==> src/sv/psect_pkg.sv <==
package psect_pkg;

    // Fixed field widths
    localparam int RADIUS_W   = 11;
    localparam int START_W    = 10;
    localparam int SWEEP_W    = 9;
    localparam int ANGLE_W    = 9;
    localparam int OUTER_W    = RADIUS_W + 1;
    localparam int OUTER_SQ_W = 2 * OUTER_W;
    localparam int CFG_IDX_W  = 3;

    // Quotient bits of 45*min/max, which never exceeds 45
    localparam int Q_W = 6;

    // Angle constants in degrees
    localparam int DEG_45  = 45;
    localparam int DEG_90  = 90;
    localparam int DEG_180 = 180;
    localparam int DEG_360 = 360;

    // Register reset values
    localparam logic [START_W-1:0] START_RST = 10'd270;
    localparam logic [SWEEP_W-1:0] SWEEP_RST = 9'd360;

    // Configuration register indexes
    typedef enum logic [CFG_IDX_W-1:0] {
        CFG_CENTER_X    = 3'd0,
        CFG_CENTER_Y    = 3'd1,
        CFG_RADIUS      = 3'd2,
        CFG_START_ANGLE = 3'd3,
        CFG_SWEEP       = 3'd4
    } t_cfg_idx;

    // Per-word flags that travel with the divider data
    typedef struct packed {
        logic valid;
        logic in_circle;
        logic neg_x;
        logic neg_y;
        logic oct_low;
    } t_side;

endpackage

==> src/sv/psect_back.sv <==
module psect_back #(
    parameter int ANGLE_PAD_DEG = 2
) (
    input  logic                              i_clk,
    input  logic                              i_rst_n,
    input  psect_pkg::t_side                  i_side,
    input  logic [psect_pkg::Q_W-1:0]         i_quo,
    input  logic [psect_pkg::START_W-1:0]     i_start,
    input  logic [psect_pkg::SWEEP_W-1:0]     i_sweep,
    input  logic                              i_stall,
    output logic                              o_en,
    output logic                              o_valid,
    output logic                              o_inside_res,
    output logic [psect_pkg::ANGLE_W-1:0]     o_pixel_angle
);
    import psect_pkg::*;

    localparam int PAD2 = 2 * ANGLE_PAD_DEG;
    localparam int T_W  = START_W + 1;
    localparam int DD_W = ANGLE_W + 1;
    localparam int PS_W = SWEEP_W + 1;

    logic en;

    // Unfold the octant quotient into a full-circle angle
    logic [ANGLE_W-1:0] a0, a1, n_angle;

    always_comb begin
        a0 = i_side.oct_low ? ANGLE_W'(i_quo) : (ANGLE_W'(DEG_90) - ANGLE_W'(i_quo));
        a1 = i_side.neg_x ? (ANGLE_W'(DEG_180) - a0) : a0;
        // a zero angle just below the axis wraps back to zero, not a full turn
        n_angle = (i_side.neg_y && (a1 != '0)) ? (ANGLE_W'(DEG_360) - a1) : a1;
    end

    logic               r_b_valid;
    logic               r_b_circle;
    logic [ANGLE_W-1:0] r_b_angle;

    always_ff @(posedge i_clk) begin
        if (!i_rst_n) begin
            r_b_valid <= 1'b0;
        end else if (en) begin
            r_b_valid <= i_side.valid;
        end
    end

    always_ff @(posedge i_clk) begin
        if (en) begin
            r_b_circle <= i_side.in_circle;
            r_b_angle  <= n_angle;
        end
    end

    // Window test against the padded start and sweep
    logic [T_W-1:0]     t_start, t_red;
    logic [ANGLE_W-1:0] pstart;
    logic [DD_W-1:0]    rel;
    logic [PS_W-1:0]    psweep;
    logic               full;
    logic               n_inside;

    always_comb begin
        t_start = T_W'(i_start) + T_W'(DEG_360) - T_W'(ANGLE_PAD_DEG);
        if (t_start >= T_W'(3 * DEG_360)) begin
            t_red = t_start - T_W'(3 * DEG_360);
        end else if (t_start >= T_W'(2 * DEG_360)) begin
            t_red = t_start - T_W'(2 * DEG_360);
        end else if (t_start >= T_W'(DEG_360)) begin
            t_red = t_start - T_W'(DEG_360);
        end else begin
            t_red = t_start;
        end
        pstart = t_red[ANGLE_W-1:0];
        rel = {1'b0, r_b_angle} - {1'b0, pstart};
        if (rel[DD_W-1]) begin
            rel = rel + DD_W'(DEG_360);
        end
        psweep = PS_W'(i_sweep) + PS_W'(PAD2);
        full = (i_sweep >= SWEEP_W'(DEG_360)) || (psweep >= PS_W'(DEG_360));
        n_inside = r_b_circle && (full || (rel <= DD_W'(psweep)));
    end

    // Output register with a skid word behind it
    logic               r_out_valid, r_skid_valid;
    logic               r_out_inside, r_skid_inside;
    logic [ANGLE_W-1:0] r_out_angle, r_skid_angle;
    logic               out_load;

    assign en       = !r_skid_valid;
    assign out_load = !r_out_valid || !i_stall;

    always_ff @(posedge i_clk) begin
        if (!i_rst_n) begin
            r_out_valid  <= 1'b0;
            r_skid_valid <= 1'b0;
        end else if (r_skid_valid) begin
            if (!i_stall) begin
                r_skid_valid <= 1'b0;
            end
        end else if (out_load) begin
            r_out_valid <= r_b_valid;
        end else if (r_b_valid) begin
            r_skid_valid <= 1'b1;
        end
    end

    always_ff @(posedge i_clk) begin
        if (r_skid_valid) begin
            if (!i_stall) begin
                r_out_inside <= r_skid_inside;
                r_out_angle  <= r_skid_angle;
            end
        end else if (out_load) begin
            r_out_inside <= n_inside;
            r_out_angle  <= r_b_angle;
        end else begin
            r_skid_inside <= n_inside;
            r_skid_angle  <= r_b_angle;
        end
    end

    assign o_en          = en;
    assign o_valid       = r_out_valid;
    assign o_inside_res  = r_out_inside;
    assign o_pixel_angle = r_out_angle;

endmodule

==> config.mk <==
export PLATFORM = sky130hd
export DESIGN_NAME = psect_back
export DESIGN_NICKNAME = d
export VERILOG_FILES = /design/src/sv/psect_pkg.sv /design/src/sv/psect_back.sv
export SDC_FILE = /design/constraint.sdc
export NUM_CORES = 1
export LEC_CHECK = 0
export ABC_AREA = 1
export BUFFER_PORTS_ARGS = -buffer_cell sky130_fd_sc_hd__buf_2
export CAP_MARGIN = 10
export CORE_ASPECT_RATIO = 0.9
export CORE_MARGIN = 2
export CORE_UTILIZATION = 35
export DETAILED_ROUTE_END_ITERATION = 16
export PLACE_DENSITY = 0.57
export SYNTH_ARGS = -nofsm -noshare
export SYNTH_HDL_FRONTEND = slang
export SYNTH_SLANG_ARGS = --single-unit
==> constraint.sdc <==
create_clock -name i_clk -period 6.25 [get_ports i_clk]
set_input_delay 1.25 -clock i_clk [delete_from_list [all_inputs] [get_ports i_clk]]
set_output_delay 1.25 -clock i_clk [all_outputs]
set_load 0.02 [all_outputs]
==> results of run 1 <==
-- worst paths after layout --
| check | start | end | depth (start not counted) |
|---|---|---|---|
| setup / recovery | i_start[1] | o_inside_res$_DFFE_PP_ | 34 |
| hold / removal | r_b_valid$_SDFFE_PN0N_ | r_b_valid$_SDFFE_PN0N_ | 2 |
| setup reg to reg | r_b_angle[0]$_DFFE_PN_ | o_inside_res$_DFFE_PP_ | 22 |
| hold reg to reg | r_b_valid$_SDFFE_PN0N_ | r_b_valid$_SDFFE_PN0N_ | 2 |
-- cells by family after synthesis --
group                    share of synthesized area [%]
XOR/XNOR                                         8.499
adder cells (fa/ha/maj)                          12.61
buffers and inverters                            9.030
flip-flops                                       27.20
AND/OR/NAND/NOR                                  36.61
AO/OA/AOI/OAI                                    6.055
-- cells in the final DEF (no fill, tap or decap), drive strengths merged, types with 8 or more instances in the layout --
cell,netlist,layout
inv,80,80
o21ai,19,19
edfxtp,30,30
xor2,23,23
nand2,190,190
nor2,43,43
clkbuf,2,8
nand4,10,10
nand3,40,40
ha,34,34
buf,1,48
a21oi,14,14
-- per-layer routing --
metal  wire, um  vias up  global-route usage (%)
met5          0        -                       0
li1           -     1734                       -
met3        288        4                   2.621
met1       3794     1441                   19.89
met2       3569       44                   25.06
met4         22        0                   2.337
-- power breakdown --
group	internal, mW	leakage (nW)	switching [mW]
Combinational	0.268	1.75	0.426
Sequential	0.278	0.333	0.0142
Clock	0.0790	0.0395	0.0701
Total	0.626	2.12	0.510
-- critical path: cells and delay by family --
kind | cells | cell delay (ns)
buffers and inverters | 5 | 0.42
adders and majority gates | 5 | 1.29
AOI/OAI and AO/OA | 3 | 0.56
and+or+nand+nor | 18 | 1.75
xor gates and xnor gates | 3 | 0.49
-- flip-flops by register name, indices dropped and copies added, names as in the netlist --
name           count
o_valid            1
r_skid_angle       9
r_skid_inside      1
o_inside_res       1
r_b_angle          9
r_skid_valid       1
o_pixel_angle      9
r_b_circle         1
r_b_valid          1
-- final cells by class --
cell class / count / area share [%]
Inverter: 81 / 7.540
Tap cell: 126 / 3.909
Sequential cell: 33 / 23.83
Timing Repair Buffer: 48 / 6.205
Clock buffer: 8 / 1.986
Multi-Input combinational cell: 396 / 56.53
-- per-stage QoR --
step,std cells,worst slack (ns)
2_1_floorplan,513,0.8907
3_3_place_gp,684,0.2016
3_5_place_dp,684,0.04044
4_1_cts,692,0.2996
5_1_grt,692,-0.002240
6_report,692,0.5134
-- repair_timing --
action                     in CTS  in global routing
resized for setup               0                  8
setup endpoints to repair       0                  2
hold endpoints to repair        0                  0
-- synth_stat cells (all sizes together) --
library cell	instances	area [um^2]
nand2	190	770.7
inv	80	300.3
nor2	43	178.9
nand3	40	220.2
ha	34	425.4
edfxtp	30	900.9
xor2	23	239.0
o21ai	19	102.6
a21oi	14	73.82
nand4	10	62.56
nor3	7	40.04
xnor2	7	61.31
dfxtp	3	60.06
clkbuf	2	7.510
nand3b	2	15.01
o211ai	2	15.01
a211oi	1	7.510
a21o	1	7.510
and2	1	6.260
buf	1	7.510
clkinv	1	3.750
fa	1	20.02
o21bai	1	7.510
==> run metrics, run 1 <==
IO Pins=45; n_diodes=0; Worst Tran Pin Value=0.8503 ns; CTS tree=yes; area delta synth->final=14.13%; slowest stage delay, CP=0.33 ns; Worst Path Class, Setup=in2reg; Iteration-0 DRC Markers=165; Num CTS Buffers=5; share of cells above drive strength 1=18.20%; Vias=3223; PnR Total Power=roughly 1.1 mW; # rows=34; Setup Skew=around 0.0074 ns; HP Class=reg2reg; Final Instance Area=4033 um^2; dpl hpwl=between 6000 and 7000 um; Chip Width=109.9 um; die area=~11000 um^2; CP startpoint kind=input port; Final min period=5.737 ns; crit path max fanout=7; Max Clock Freq=about 170 MHz; reg2reg setup slack=about 2.6 ns; Leakage=2.119 nW; Finished Core Util=41.39%; drt first pass iters=4; Syn Inst Count=513; # nets final=633; pin count of the biggest net entering global routing=21; clock-pin slew on the worst setup and hold paths=0.07 ns; run status=complete, no violations; WL final=7675 um; setup TNS=0 ns; initial antenna violation count=0; peak supply drop=0.0001508 V; vias in the first global route=3018; Pins Over Slew Limit=0; hold_ws=roughly 0.45 ns; H-tree level count=2; Mean Syn Cell Area=6.888 um^2; CP endpoint kind=register; Yosys reg bits=33; PD cells=281.6 nW/um^2; register area=~960 um^2; Final period util=91.79%; grt ovf=0; sequential fraction of the synthesis area=27.20%; Initial Util=36.27%; Setup Buffers After CTS=0; cell area after synthesis=3533 um^2; CP max-delay cell=ha_1; first-pass GRT wire length=13200 um; CP required=~6.3 ns; Critical Path Most Common Cell=nand2_1; DR vias/cell=4.658; root buf cell=clkbuf_8; Hold Vio Cnt, Final=0; Die Y=99.32 um; hold_buf cts=0; Critical Path AT=5.77 ns; GRT Overall Usage=around 15%; Port Buffers=44; Slew HR=43.10%; total of max-cap violations=0; Synth cell types=34; clk buf depth=2; clock sinks=33; Placeable Area=roughly 10000 um^2; post-detailed-route count of antenna-violating nets=0; clk_lat worst skew=roughly 0.28 ns; WL/cell=about 11 um; global placer's final weighted congestion=0.8649; syn_nets=581; Multi-input gate area=2280 um^2; Filler cells=between 1000 and 1500; residual DRC count=0; YS warnings=0; DP Area=3926 um^2; # setup viols final=0
No activity file was read; power rests on OpenSTA's default activity.
==> run 2, diff against run 1 <==
--- a/config.mk
+++ b/config.mk
@@ -8,11 +8,13 @@
 export ABC_AREA = 1
 export BUFFER_PORTS_ARGS = -buffer_cell sky130_fd_sc_hd__buf_2
 export CAP_MARGIN = 10
-export CORE_ASPECT_RATIO = 0.9
+export CELL_PAD_IN_SITES_DETAIL_PLACEMENT = 1
+export CELL_PAD_IN_SITES_GLOBAL_PLACEMENT = 1
 export CORE_MARGIN = 2
 export CORE_UTILIZATION = 35
 export DETAILED_ROUTE_END_ITERATION = 16
-export PLACE_DENSITY = 0.57
+export PLACE_DENSITY = 0.73
 export SYNTH_ARGS = -nofsm -noshare
 export SYNTH_HDL_FRONTEND = slang
 export SYNTH_SLANG_ARGS = --single-unit
+export TNS_END_PERCENT = 100
==> run metrics, run 2 (same netlist as run 1, synthesis figures left out) <==
run status=complete, no violations; M1 WL=3852 um (+1.5%); share of cells above drive strength 1=21.68% (+3.5 points); DP Area=3935 um^2 (+0.22%); WL final=9065 um (+18%); Setup Skew=0.005308 ns (-0.002047 ns); IO Pins=45 (unchanged); dpl hpwl=7508 um (+19%); Die Y=104.5 um (+5.2%); final setup margin=0.4446 ns (-0.06880 ns); Met3 Routed Length=298 um (+3.5%); reg2reg setup slack=2.61 ns (about the same); clock-pin slew on the worst setup and hold paths=0.06 ns (about the same); commonest non-fill, non-tap cell in the layout=nand2_1; Port Buffers=44 (unchanged); Iteration-0 DRC Markers=78 (-53%); clk buf depth=2 (unchanged); first-pass GRT wire length=15460 um (+17%); post-detailed-route count of antenna-violating nets=0 (unchanged); vias in the first global route=3490 (+16%); dpl ws=-0.1328 ns (-0.1732 ns); DR vias/cell=4.774 (+2.5%); Critical Path AT=5.83 ns (+0.06 ns); CP max-delay cell=ha_1; crit path max fanout=5 (-2); area delta synth->final=18.17%; top layer in use=met4; Critical Path Most Common Cell=nand2_1; # nets final=640 (+1.1%); Placeable Area=9774 um^2 (+0.33%); Hold Vio Cnt, Final=0 (unchanged); Leakage=2.171 nW (+2.5%); die area=10920 um^2 (about the same); peak supply drop=0.00009256 V (-39%); commonest non-fill, non-tap cells in the layout=167 x nand2_1, 67 x inv_1, 44 x buf_2; initial antenna violation count=0 (unchanged); slowest stage delay, CP=0.38 ns (+0.05 ns); residual DRC count=0 (unchanged); WL/cell=12.86 um (+16%); Finished Core Util=42.72% (+1.3 points); global placer's final weighted congestion=0.8801 (+1.8%); clk_lat worst skew=0.27 ns (about the same); Final period util=92.89% (+1.1 points); Final Non-Filler Cells=705 (+1.9%); pin count of the biggest net entering global routing=21 (unchanged); root buf cell=clkbuf_8; Worst Tran Pin Value=0.8836 ns (+0.03329 ns); n_diodes=0 (unchanged); Final Instance Area=4175 um^2 (+3.5%); CP required=6.27 ns (about the same); Worst Path Class, Setup=in2reg; # setup viols final=0 (unchanged); setup TNS=0 ns (unchanged); clock sinks=33 (unchanged); Cells after DPL=691 (+1.0%); CTS tree=yes; Slew HR=40.87% (-2.2 points); total of max-cap violations=0 (unchanged); CP startpoint kind=input port; Initial Util=36.15% (-0.12 points); Max Clock Freq=172.3 MHz (-1.2%); GRT Overall Usage=16.87% (+2.1 points); # rows=36 (+5.9%); Final min period=5.805 ns (+0.06880 ns); H-tree level count=2 (unchanged); CP endpoint kind=register; Chip Width=104.5 um (-4.9%); drt first pass iters=6 (+2); metal2 WL=4817 um (+35%); grt ovf=0 (unchanged); PD cells=287.4 nW/um^2 (+2.1%); Vias=3366 (+4.4%); HP Class=reg2reg; Pins Over Slew Limit=0 (unchanged); Num CTS Buffers=5 (unchanged)
==> run 2: cell types whose count changed in the layout (fill, tap and decap cells not counted), moves of 2 or more <==
cell,delta
buf_4,+7
nand2_1,-4
clkbuf_1,-2
nand3_2,+2
nor2_2,+2
nand2_4,+2
nand2_2,+2
nor2_1,-2
nand3_1,-2
==> run 2: metrics by stage <==
stage | hold WS, ns | power [mW]
floorplan | 0.4264 | 0.8119
global placement | 0.4395 | 0.9737
detailed placement | 0.4560 | 1.001
CTS | 0.4642 | 1.148
global route | 0.4966 | 1.336
finish | 0.4611 | 1.200
==> run 2: report_power, final <==
| part | internal (mW) | total [mW] | switching, mW |
|---|---|---|---|
| registers | 0.278 | 0.295 | 0.0166 |
| clock network | 0.0748 | 0.141 | 0.0666 |
| logic | 0.302 | 0.764 | 0.462 |
==> run 2: worst paths after layout <==
path | depth (start not counted) | startpoint | endpoint
max | 37 | i_start[1] | o_inside_res$_DFFE_PP_
min | 2 | r_b_valid$_SDFFE_PN0N_ | r_b_valid$_SDFFE_PN0N_
max reg2reg | 25 | r_b_angle[0]$_DFFE_PN_ | o_inside_res$_DFFE_PP_
min reg2reg | 2 | r_b_valid$_SDFFE_PN0N_ | r_b_valid$_SDFFE_PN0N_
==> run 2: repair_timing <==
item,in CTS,in global routing
setup buffers,0,7
gates resized for setup,0,27
setup endpoints to repair,0,2
hold buffers,0,0
==> run 2: critical path: cells and delay by family <==
| family | cells | cell delay [ns] |
|---|---|---|
| XOR/XNOR | 3 | 0.54 |
| AO/OA/AOI/OAI | 3 | 0.49 |
| AND/OR/NAND/NOR | 19 | 1.83 |
| buffers and inverters | 8 | 0.63 |
| adder cells (fa/ha/maj) | 4 | 1.08 |
==> run 2: layout make-up <==
type | instances | area [um^2]
clock inverters | 1 | 3.754
well taps | 133 | 166.4
repair buffers | 55 | 302.8
clock buffers | 6 | 72.57
inverters | 81 | 306.5
fillers | 1285 | 5599
flip-flops and latches | 33 | 960.9
multi-input cells | 396 | 2362
==> run 2: metal layers <==
| metal | track usage, % | vias up |
|---|---|---|
| li1 | - | 1745 |
| met1 | 20.02 | 1561 |
| met2 | 32.45 | 54 |
| met3 | 1.817 | 6 |
| met4 | 3.378 | 0 |
| met5 | 0 | - |
==> run 3, diff against run 2 <==
--- a/config.mk
+++ b/config.mk
@@ -5,7 +5,6 @@
 export SDC_FILE = /design/constraint.sdc
 export NUM_CORES = 1
 export LEC_CHECK = 0
-export ABC_AREA = 1
 export BUFFER_PORTS_ARGS = -buffer_cell sky130_fd_sc_hd__buf_2
 export CAP_MARGIN = 10
 export CELL_PAD_IN_SITES_DETAIL_PLACEMENT = 1
@@ -13,7 +12,8 @@
 export CORE_MARGIN = 2
 export CORE_UTILIZATION = 35
 export DETAILED_ROUTE_END_ITERATION = 16
-export PLACE_DENSITY = 0.73
+export HOLD_SLACK_MARGIN = 0.12
+export PLACE_DENSITY = 0.69
 export SYNTH_ARGS = -nofsm -noshare
 export SYNTH_HDL_FRONTEND = slang
 export SYNTH_SLANG_ARGS = --single-unit
==> run metrics, run 3 <==
run status=complete, no violations; WL final=9059 um (about the same); post-synth top area cell=edfxtp_1; # setup viols final=0 (unchanged); prevailing post-synth register cell=edfxtp_1; Pins Over Slew Limit=0 (unchanged); Hold Vio Cnt, Final=0 (unchanged); Min-Delay Endpoint=r_skid_angle[0]$_DFFE_PP_; initial antenna violation count=0 (unchanged); metal2 WL=4494 um (-6.7%); reg-to-reg endpoint=o_inside_res$_DFFE_PP_; Worst Tran Pin Value=0.9544 ns (+0.07072 ns); # nets final=508 (-21%); Worst Hold Launch=r_b_angle[0]$_DFFE_PN_; M1 WL=4233 um (+9.9%); residual DRC count=0 (unchanged); cell depth of the worst hold path=0 (-2); CP endpoint kind=register; delay-heaviest family, CP=compound AO/OA/AOI/OAI gates; Worst Reg-to-Reg Cells=16 (-36%); reg2reg setup slack=2.41 ns (-0.20 ns); Post-Synth XOR/XNOR Area=9.731% (+1.2 points); Finished Core Util=43.89% (+1.2 points); Die Y=103.2 um (-1.2%); H-tree level count=2 (unchanged); die area=10650 um^2 (-2.4%); Iteration-0 DRC Markers=82 (+5.1%); adder-cell share of the synthesized area=12.93% (+0.32 points); CP max-delay cell=ha_1; crit path launch=i_start[2]; Critical Path AT=6.06 ns (+0.23 ns); syn_nets=432 (-26%); CP required=6.30 ns (+0.03 ns); commonest non-fill, non-tap cells in the layout=44 x buf_2, 33 x buf_4, 30 x ha_1, 30 x edfxtp_1; Num CTS Buffers=5 (unchanged); CTS tree=yes; first-pass GRT wire length=14260 um (-7.8%); Mean Syn Cell Area=9.466 um^2 (+37%); Worst Path Class, Setup=in2reg; Vias=3022 (-10%); clock sinks=33 (unchanged); Placeable Area=9684 um^2 (-0.92%); cell area after synthesis=3446 um^2 (-2.5%); sequential fraction of the synthesis area=27.89% (+0.69 points); DR vias/cell=5.265 (+10%); Leakage=1.794 nW (-17%); ranking of synthesized cells by area=edfxtp_1 26%, ha_1 12%, xnor2_1 3.6%; drt first pass iters=4 (-2); # rows=36 (unchanged); YS warnings=0 (unchanged); PD cells=310.1 nW/um^2 (+7.9%); grt ovf=0 (unchanged); top-area cell type share of the netlist area=26.14% (+0.65 points); Setup Skew=0.01506 ns (+0.009752 ns); Max Clock Freq=166.5 MHz (-3.4%); largest family of logic cells by synthesized area=compound AO/OA/AOI/OAI gates; GRT Overall Usage=16.88% (about the same); WL/cell=15.78 um (+23%); most frequent cell after synthesis=ha_1; vias in the first global route=2985 (-14%); Initial Util=35.58% (-0.57 points); share of cells above drive strength 1=30.84% (+9.2 points); area delta synth->final=23.35%; root buf cell=clkbuf_8; Cells after DPL=564 (-18%); Port Buffers=44 (unchanged); global placer's final weighted congestion=0.9089 (+3.3%); n_diodes=0 (unchanged); Synth Area in Compound Gates=24.11% (+18 points); Met3 Routed Length=288 um (-3.4%); worst reg2reg startpoint=r_b_angle[0]$_DFFE_PN_; Final Non-Filler Cells=574 (-19%); Final min period=6.007 ns (+0.2012 ns); CP startpoint kind=input port; HP Class=reg2reg; pin count of the biggest net entering global routing=17 (-19%); post-detailed-route count of antenna-violating nets=0 (unchanged); Final period util=96.11% (+3.2 points); number of synthesized flops with an enable pin=30 (unchanged); dpl hpwl=7452 um (-0.74%); Yosys reg bits=33 (unchanged); total of max-cap violations=0 (unchanged); peak supply drop=0.0001348 V (+46%); Worst Path Buf+Inv=5 (-3); synth cell count leaders=34 x ha_1, 30 x edfxtp_1, 25 x nand2_1, 25 x nor2_1, 23 x inv_1; slowest stage delay, CP=0.32 ns (-0.06 ns); Chip Width=103.2 um (-1.2%); clk buf depth=2 (unchanged); commonest non-fill, non-tap cell in the layout=buf_2; crit path max fanout=5 (unchanged); Syn Inst Count=364 (-29%); clock-pin slew on the worst setup and hold paths=0.08 ns (+0.02 ns); clk_lat worst skew=0.29 ns (+0.02 ns); top layer in use=met4; multiplexer area fraction after synthesis=5.338% (+5.3 points); hold_buf cts=0 (unchanged); Synth cell types=74 (+120%); Slew HR=35.95% (-4.9 points); Synth Area in Simple Gates=16.41% (-20 points); Synth async-reset ratio=0% (unchanged); IO Pins=45 (unchanged)
-- run 3: cell count changes after synthesis, sizes merged, moves of 9 or more --
cell / previous run / this run
nand2: 190 / 25
inv: 80 / 23
nand3: 40 / 8
nor2: 43 / 25
xor2: 23 / 11
xnor2: 7 / 18
mux2: 0 / 9
-- run 3: worst max path at each step --
stage / end / cells past startpoint / slack, ns
6_report: o_inside_res$_DFFE_PP_ / 26 / 0.24
5_1_grt: o_inside_res$_DFFE_PP_ / 26 / -0.03
4_1_cts: o_inside_res$_DFFE_PP_ / 27 / 0.04
3_5_place_dp: o_inside_res$_DFFE_PP_ / 27 / -0.23
3_3_place_gp: o_inside_res$_DFFE_PP_ / 27 / -0.13
2_1_floorplan: o_inside_res$_DFFE_PP_ / 24 / 0.006
-- run 3: worst reg2reg max path, delay by kind of cell (launching register included) --
family | cells | cell delay [ns]
and+or+nand+nor | 2 | 0.26
DFF | 1 | 0.37
adders and majority gates | 3 | 0.92
AOI/OAI and AO/OA | 8 | 1.61
muxes | 1 | 0.27
xor gates and xnor gates | 1 | 0.09
buffers and inverters | 1 | 0.07
-- run 3: layout make-up --
cell class                      count  area [um^2]
Clock inverter                      3        41.29
Timing Repair Buffer               77        467.9
Inverter                           23        86.33
Multi-Input combinational cell    300         2459
Sequential cell                    33        960.9
Clock buffer                        5        68.82
Fill cell                        1151         5434
Tap cell                          133        166.4
-- run 3: report_power, final --
part	internal, mW	leakage, nW	total (mW)	switching [mW]
registers	0.282	0.329	0.302	0.0199
clock network	0.117	0.0518	0.196	0.0790
logic	0.400	1.41	0.820	0.420
-- run 3: per-stage QoR --
step | instance area [um^2] | setup slack (ns) | setup TNS [ns] | hold slack (ns) | total power, mW
after floorplan | 3446 | 0.006252 | 0 | 0.4264 | 0.8149
after global placement | 4028 | -0.1303 | -0.1303 | 0.4342 | 1.047
after detailed placement | 4028 | -0.2349 | -0.2349 | 0.4676 | 1.079
after CTS | 4138 | 0.03952 | 0 | 0.4920 | 1.280
after global routing | 4250 | -0.03206 | -0.03206 | 0.5066 | 1.431
final | 4250 | 0.2434 | 0 | 0.4979 | 1.318
-- run 3: routing by layer --
metal  global-route usage, %  vias to the layer above
li1                        -                     1521
met1                   22.56                     1453
met2                   29.77                       42
met3                   2.688                        6
met4                   1.923                        0
met5                       0                        -
-- run 3: repair_timing --
action | 4_1_cts | 5_1_grt
setup buffers | 0 | 2
gates resized for setup | 0 | 22
setup endpoints to repair | 0 | 2
-- run 3: cells by family (layout without fill, tap and decap cells) --
| kind of cell | count (synthesis) | after routing |
|---|---|---|
| AO/OA/AOI/OAI | 112 | 112 |
| AND/OR/NAND/NOR | 107 | 107 |
| adder cells (fa/ha/maj) | 35 | 35 |
| flip-flops | 33 | 33 |
| buffers and inverters | 31 | 108 |
| XOR/XNOR | 30 | 30 |
| multiplexers | 16 | 16 |
